### config.mk
export PLATFORM = sky130hd
export DESIGN_NAME = delimiter_tokenizer
export DESIGN_NICKNAME = d
export VERILOG_FILES = /design/src/design/dt_pkg.sv /design/src/design/delimiter_tokenizer.sv /design/src/design/dt_plan.sv /design/src/design/dt_burst.sv
export SDC_FILE = /design/constraint.sdc
export NUM_CORES = 1
export LEC_CHECK = 0
export ABC_CLOCK_PERIOD_IN_PS = 2500
export BUFFER_PORTS_ARGS = -buffer_cell sky130_fd_sc_hd__buf_2
export CORE_MARGIN = 8
export CORE_UTILIZATION = 52
export DETAILED_ROUTE_END_ITERATION = 12
export HOLD_SLACK_MARGIN = 0.03
export PLACE_DENSITY = 0.75
export SLEW_MARGIN = 0
export SYNTH_ARGS = -nofsm -noshare
export SYNTH_HDL_FRONTEND = slang
export SYNTH_SLANG_ARGS = --single-unit
### constraint.sdc
create_clock -name clk_i -period 2.5 [get_ports clk_i]
set_input_delay 0.25 -clock clk_i [delete_from_list [all_inputs] [get_ports clk_i]]
set_output_delay 0.25 -clock clk_i [all_outputs]
set_load 0.01 [all_outputs]
### src/design/dt_pkg.sv
// shared types and constants of the delimiter tokenizer
`timescale 1ns / 1ps
`default_nettype none

package dt_pkg;

  typedef struct packed {
    logic [7:0] text_byte;
    logic       end_of_text;
  } in_beat_t;

  typedef struct packed {
    logic [7:0] token_char;
    logic       token_end;
    logic       run_last;
  } out_beat_t;

  // results owed for one input beat, in emission order:
  // held char, then a lead char, then the word "newline"
  typedef struct packed {
    logic       held_ok;
    logic [7:0] held_char;
    logic       held_end;
    logic       lead_ok;
    logic [7:0] lead_char;
    logic       word_ok;
  } dt_plan_t;

  localparam int unsigned WordLen = 7;

  function automatic logic [7:0] word_char(input logic [2:0] idx);
    logic [7:0] c;
    case (idx)
      3'd0: c = 8'h6e;  // n
      3'd1: c = 8'h65;  // e
      3'd2: c = 8'h77;  // w
      3'd3: c = 8'h6c;  // l
      3'd4: c = 8'h69;  // i
      3'd5: c = 8'h6e;  // n
      3'd6: c = 8'h65;  // e
      default: c = 8'h00;
    endcase
    return c;
  endfunction

endpackage

`default_nettype wire

### src/design/delimiter_tokenizer.sv
// delimiter tokenizer top level: input register, classifier, result sequencer
// path: a beat's results pass the input register, the sequencer's plan register and the output register
// throughput: one input beat per cycle while the output is not stalled and each beat
//   yields at most one result; more results hold the sequencer (a newline yields up to 9)
// reset: asynchronous active low, clears the held character and all valid flags
`timescale 1ns / 1ps
`default_nettype none

module delimiter_tokenizer
  import dt_pkg::*;
(
  input  wire logic      clk_i,
  input  wire logic      rst_ni,
  input  wire logic      in_valid_i,
  output logic           in_stall_o,
  input  wire in_beat_t  in_beat_i,
  output logic           out_valid_o,
  input  wire logic      out_stall_i,
  output out_beat_t      out_beat_o
);

  // input register: takes a beat whenever it is empty or draining
  logic     in_valid_q;
  in_beat_t in_q;
  logic     plan_take;
  logic     in_take;
  dt_plan_t plan;

  assign in_take    = in_valid_i && !in_stall_o;
  assign in_stall_o = in_valid_q && !plan_take;

  always_ff @(posedge clk_i or negedge rst_ni) begin
    if (!rst_ni) begin
      in_valid_q <= 1'b0;
    end else if (in_take) begin
      in_valid_q <= 1'b1;
    end else if (plan_take) begin
      in_valid_q <= 1'b0;
    end
  end

  always_ff @(posedge clk_i) begin
    if (in_take) begin
      in_q <= in_beat_i;
    end
  end

  // classify the registered beat against the held char
  dt_plan u_plan (
    .clk_i  (clk_i),
    .rst_ni (rst_ni),
    .item_i (in_q),
    .take_i (plan_take),
    .plan_o (plan)
  );

  // walk the plan one result per cycle into the output register while the output is not stalled
  dt_burst u_burst (
    .clk_i        (clk_i),
    .rst_ni       (rst_ni),
    .plan_valid_i (in_valid_q),
    .plan_i       (plan),
    .plan_take_o  (plan_take),
    .out_valid_o  (out_valid_o),
    .out_stall_i  (out_stall_i),
    .out_beat_o   (out_beat_o)
  );

endmodule

`default_nettype wire

### src/design/dt_plan.sv
// byte classifier and held-character state
`timescale 1ns / 1ps
`default_nettype none

module dt_plan
  import dt_pkg::*;
(
  input  wire logic     clk_i,
  input  wire logic     rst_ni,
  input  wire in_beat_t item_i,
  input  wire logic     take_i,
  output dt_plan_t      plan_o
);

  localparam logic [7:0] ChNul   = 8'h00;
  localparam logic [7:0] ChTab   = 8'h09;
  localparam logic [7:0] ChLf    = 8'h0a;
  localparam logic [7:0] ChVt    = 8'h0b;
  localparam logic [7:0] ChFf    = 8'h0c;
  localparam logic [7:0] ChCr    = 8'h0d;
  localparam logic [7:0] ChSpace = 8'h20;
  localparam logic [7:0] ChQuote = 8'h22;
  localparam logic [7:0] ChLpar  = 8'h28;
  localparam logic [7:0] ChRpar  = 8'h29;
  localparam logic [7:0] ChComma = 8'h2c;
  localparam logic [7:0] ChSemi  = 8'h3b;
  localparam logic [7:0] ChBslash = 8'h5c;

  logic [7:0] held_char_q, held_char_d;
  logic       held_valid_q, held_valid_d;
  logic [7:0] c;

  assign c = item_i.text_byte;

  always_comb begin
    plan_o.held_ok   = 1'b0;
    plan_o.held_char = held_char_q;
    plan_o.held_end  = 1'b1;
    plan_o.lead_ok   = 1'b0;
    plan_o.lead_char = c;
    plan_o.word_ok   = 1'b0;
    held_char_d      = held_char_q;
    held_valid_d     = held_valid_q;
    if (item_i.end_of_text) begin
      plan_o.held_ok = held_valid_q;
      held_char_d    = '0;
      held_valid_d   = 1'b0;
    end else begin
      unique case (c) inside
        ChNul: begin
        end
        ChLf: begin
          plan_o.held_ok   = held_valid_q;
          plan_o.lead_ok   = 1'b1;
          plan_o.lead_char = ChBslash;
          plan_o.word_ok   = 1'b1;
          held_char_d      = '0;
          held_valid_d     = 1'b0;
        end
        ChTab, ChVt, ChFf, ChCr, ChSpace: begin
          plan_o.held_ok = held_valid_q;
          held_char_d    = '0;
          held_valid_d   = 1'b0;
        end
        ChLpar, ChRpar, ChBslash, ChSemi, ChQuote, ChComma: begin
          plan_o.held_ok = held_valid_q;
          plan_o.lead_ok = 1'b1;
          held_char_d    = '0;
          held_valid_d   = 1'b0;
        end
        default: begin
          // ordinary char: the held one continues the token
          plan_o.held_ok  = held_valid_q;
          plan_o.held_end = 1'b0;
          held_char_d     = c;
          held_valid_d    = 1'b1;
        end
      endcase
    end
  end

  always_ff @(posedge clk_i or negedge rst_ni) begin
    if (!rst_ni) begin
      held_char_q  <= '0;
      held_valid_q <= 1'b0;
    end else if (take_i) begin
      held_char_q  <= held_char_d;
      held_valid_q <= held_valid_d;
    end
  end

endmodule

`default_nettype wire

### src/design/dt_burst.sv
// result sequencer and output register
`timescale 1ns / 1ps
`default_nettype none

module dt_burst
  import dt_pkg::*;
(
  input  wire logic      clk_i,
  input  wire logic      rst_ni,
  input  wire logic      plan_valid_i,
  input  wire dt_plan_t  plan_i,
  output logic           plan_take_o,
  output logic           out_valid_o,
  input  wire logic      out_stall_i,
  output out_beat_t      out_beat_o
);

  localparam logic [3:0] StepHeld     = 4'd0;
  localparam logic [3:0] StepLead     = 4'd1;
  localparam logic [3:0] StepWordHead = 4'd2;
  localparam logic [3:0] StepWordTail = 4'(StepWordHead + WordLen - 1);

  dt_plan_t   plan_q;
  logic       busy_q;
  logic [3:0] step_q;
  logic       out_valid_q;
  out_beat_t  out_q;

  logic       load, emit, has_next;
  logic [2:0] word_idx;
  out_beat_t  slot;

  assign load     = !out_valid_q || !out_stall_i;
  assign emit     = busy_q && load;
  assign word_idx = 3'(step_q - StepWordHead);

  always_comb begin
    case (step_q)
      StepHeld: begin
        slot.token_char = plan_q.held_char;
        slot.token_end  = plan_q.held_end;
        has_next        = plan_q.lead_ok;
      end
      StepLead: begin
        slot.token_char = plan_q.lead_char;
        slot.token_end  = 1'b1;
        has_next        = plan_q.word_ok;
      end
      default: begin
        slot.token_char = word_char(word_idx);
        slot.token_end  = (step_q == StepWordTail);
        has_next        = (step_q != StepWordTail);
      end
    endcase
    slot.run_last = !has_next;
  end

  assign plan_take_o = plan_valid_i && (!busy_q || (emit && !has_next));

  always_ff @(posedge clk_i or negedge rst_ni) begin
    if (!rst_ni) begin
      busy_q      <= 1'b0;
      step_q      <= StepHeld;
      out_valid_q <= 1'b0;
    end else begin
      if (emit) begin
        out_valid_q <= 1'b1;
      end else if (load) begin
        out_valid_q <= 1'b0;
      end
      if (plan_take_o) begin
        busy_q <= plan_i.held_ok || plan_i.lead_ok;
        step_q <= plan_i.held_ok ? StepHeld : StepLead;
      end else if (emit) begin
        if (has_next) begin
          step_q <= step_q + 4'd1;
        end else begin
          busy_q <= 1'b0;
        end
      end
    end
  end

  always_ff @(posedge clk_i) begin
    if (plan_take_o) begin
      plan_q <= plan_i;
    end
    if (emit) begin
      out_q <= slot;
    end
  end

  assign out_valid_o = out_valid_q;
  assign out_beat_o  = out_q;

endmodule

`default_nettype wire
==> qor.csv <==
stage;metric;value;unit
status;outcome;finished, final reports clean;
synth;yosys.area.top_type;edfxtp_1;
cts;worstSkewPairLatency;0.30;ns
synth;yosysWarnings;0;
cts;cts_setup_buffers;0;
pwr;leakage;1.15;nW
drt;drc;0;
critical_path;critPathLaunchType;flop;
layout;area_growth;13.9;%
layout;final_util;60.1;%
sta;fin_crit;2.26;ns
sta;max_slew.worst_pin.slew;0.525;ns
synth;syn-instance-count;191;
place;post-place-cells;268;
synth;synth_ff_type;edfxtp_1;
pwr;peakVddDrop;632;uV
critical_path;endpoint_kind;primary output;
cts;h-tree-depth;2;
global_routing;grt_start_max_net_pins;19;
drt;vias_per_cell;5.58;
critical_path;path_max_fanout;14;
sta;final_hold_viol_count;0;
global_routing;grt_pass1_wl;7410;um
sta;max_freq;443;MHz
sta;slew_violations;0;
layout;stdcell_count;277;
floorplan;die_x;84.6;um
global_routing;antenna_found_initial;0;
cts;clock_sinks;54;
run;drv_cap;0;
synth;synth_area_per_cell;12.8;um^2
drt;drt_iter0_markers;58;
synth;ys_seq_area_share;63.1;%
synth;ys_types;50;
pwr;power;3.59;mW
sta;setup_viol;0;
cts;cts_max_path_buffers;2;
global_routing;track_usage;13.0;%
worst_hold_path;min_path_type;input port to flop;
critical_path;crit_type;flop to primary output;
sta;rsz0062_at_grt;no;
cts;cts_tree;yes;
synth;synth-edff-count;38;
floorplan;die_area;0.00715;mm^2
cts;cts_buffers;5;
critical_path;rrSetupSlack;0.28;ns
place;post_dp_cell_area;0.00265;mm^2
cts;root_buffer;clkbuf_8;
drt;drt_pass1_iterations;4;
sta;timing.final.ws_setup;0.241;ns
place;dp_hpwl;3200;um
synth;syn_area;0.00244;mm^2
drt;num_vias;1545;
place;place_ws;0.177;ns
critical_path;reg2regPathDepth;7;
floorplan;initial_utilization;52.8;%
layout;final_area;0.00278;mm^2
sta;clock_skew;0.00674;ns
synth;async_flop_share;29.6;%
global_routing;overflow;0;
floorplan;die-height;84.6;um
synth;syn_nets;209;
layout;drive_above_1_share;22.0;%
floorplan;fp.coreArea;0.00463;mm^2
critical_path;cp.arrival;2.01;ns
layout;diodes;0;
sta;timing.final.crit_share;90.4;%
place;gp_congestion;0.868;
place;portBuffers;24;
floorplan;row_count;25;
sta;slew_headroom;65.0;%
floorplan;io-pin-count;25;
sta;setup_tns;0;ns
drt;routed_wl;4270;um
sta;fin_hold_ws;0.113;ns
critical_path;cp.required;2.25;ns
worst_hold_path;holdPathStages;1;
pwr;power_density;1290;mW/mm^2
layout;nNetsFinal;240;
synth;synth_seq_cells;54;
cts;path_clk_slew;0.10;ns
drt;ant_nets;0;
drt;wire_per_inst;15.4;um
synth;synth_area_leaders;edfxtp_1 47%, dfrtp_1 16%, ha_1 2.6%;
synth;synth_top_cell_area_share;46.7;%
global_routing;grt_pass1_vias;1649;
worst paths after layout:
path | startpoint | endpoint
min in group asynchronous | rst_ni | u_plan.held_char_q[6]
setup / recovery | u_burst.step_q[0] | in_stall_o
hold / removal | in_beat_i[6] | in_q[6]
hold reg to reg | u_plan.held_char_q[2] | u_burst.plan_q[13]
max in group asynchronous | rst_ni | u_burst.step_q[0]
setup reg to reg | u_burst.step_q[0] | u_burst.out_beat_o[2]
sequential cells by signal, summed over array words and instances, names as in the netlist:
signal               cells
u_burst.out_beat_o      10
u_burst.busy_q           1
in_q                     9
u_plan.held_valid_q      1
u_plan.held_char_q       8
u_burst.step_q           4
u_burst.plan_q          19
u_burst.out_valid_o      1
in_valid_q               1
cell type report:
class                      count  area, um^2
clock buffer                   5        68.8
clock inverter                 3        47.5
fill                         382        1850
inverter                       9        33.8
multi-input combinational    117         818
sequential                    54        1540
tap                           54        67.6
timing repair buffer          35         205
Yosys cell counts (all sizes together), types with 2 or more instances:
| cell type | number |
|---|---|
| edfxtp | 38 |
| dfrtp | 16 |
| nor2 | 14 |
| nand2 | 13 |
| inv | 9 |
| a22oi | 8 |
| clkbuf | 7 |
| o21ai | 6 |
| o2bb2ai | 6 |
| ha | 5 |
| a21oi | 4 |
| and2 | 4 |
| buf | 4 |
| nand2b | 4 |
| nor2b | 4 |
| o22ai | 4 |
| mux2i | 3 |
| o21a | 3 |
| or2 | 3 |
| or4 | 3 |
| xnor2 | 3 |
| a21o | 2 |
| and4 | 2 |
| and4b | 2 |
| nand3 | 2 |
| nand4 | 2 |
| nor3 | 2 |
critical path, cell delays in order (launching register included):
cell and delay, ns:
dfrtp_2 0.45, inv_1 0.10, ha_1 0.22, buf_4 0.18
o221ai_1 0.23, o21a_1 0.16, and2_1 0.20, buf_2 0.16
routing by layer:
metal | global-route usage [%] | part of all wire, %
met4 | 7.28 | 2.7
met2 | 21.5 | 49
met5 | 0 | 0
met1 | 14.1 | 43
met3 | 4.59 | 5.1
cell usage in the layout, fill, tap and decap left out, types with 2 or more instances in the layout:
cell       count
a21o_1         2
a21oi_1        4
a22oi_1        8
and2_1         4
and4_1         2
buf_2         24
buf_4         10
clkbuf_8       5
dfrtp_1       15
edfxtp_1      38
ha_1           5
inv_1          9
mux2i_1        3
nand2_1       12
nand2b_1       4
nand3_1        2
nand4_1        2
nor2_1        14
nor2b_1        3
nor3_1         2
o21a_1         3
o21ai_1        5
o22ai_1        3
o2bb2ai_1      6
or2_1          3
or4_4          2
xnor2_1        3
power by group:
group	internal [mW]	switching (mW)
clock network	0.304	0.285
logic	0.570	0.772
registers	1.48	0.177
cells by family (layout without fill, tap and decap cells):
kind of cell	after synthesis	after routing	synth area share (%)
fa+ha+maj	5	5	2.56
mux	4	4	1.69
flops	54	54	63.0
simple gates	62	62	14.9
compound gates	42	42	12.3
xor+xnor	4	4	1.43
buf+inv	20	52	4.04
what timing repair did:
action,in CTS,in global routing
gates resized for setup,0,2
endpoints found under the setup margin,0,9
hold buffers,1,0
hold endpoints to repair,16,0
Power figures use the tool's default switching activity.
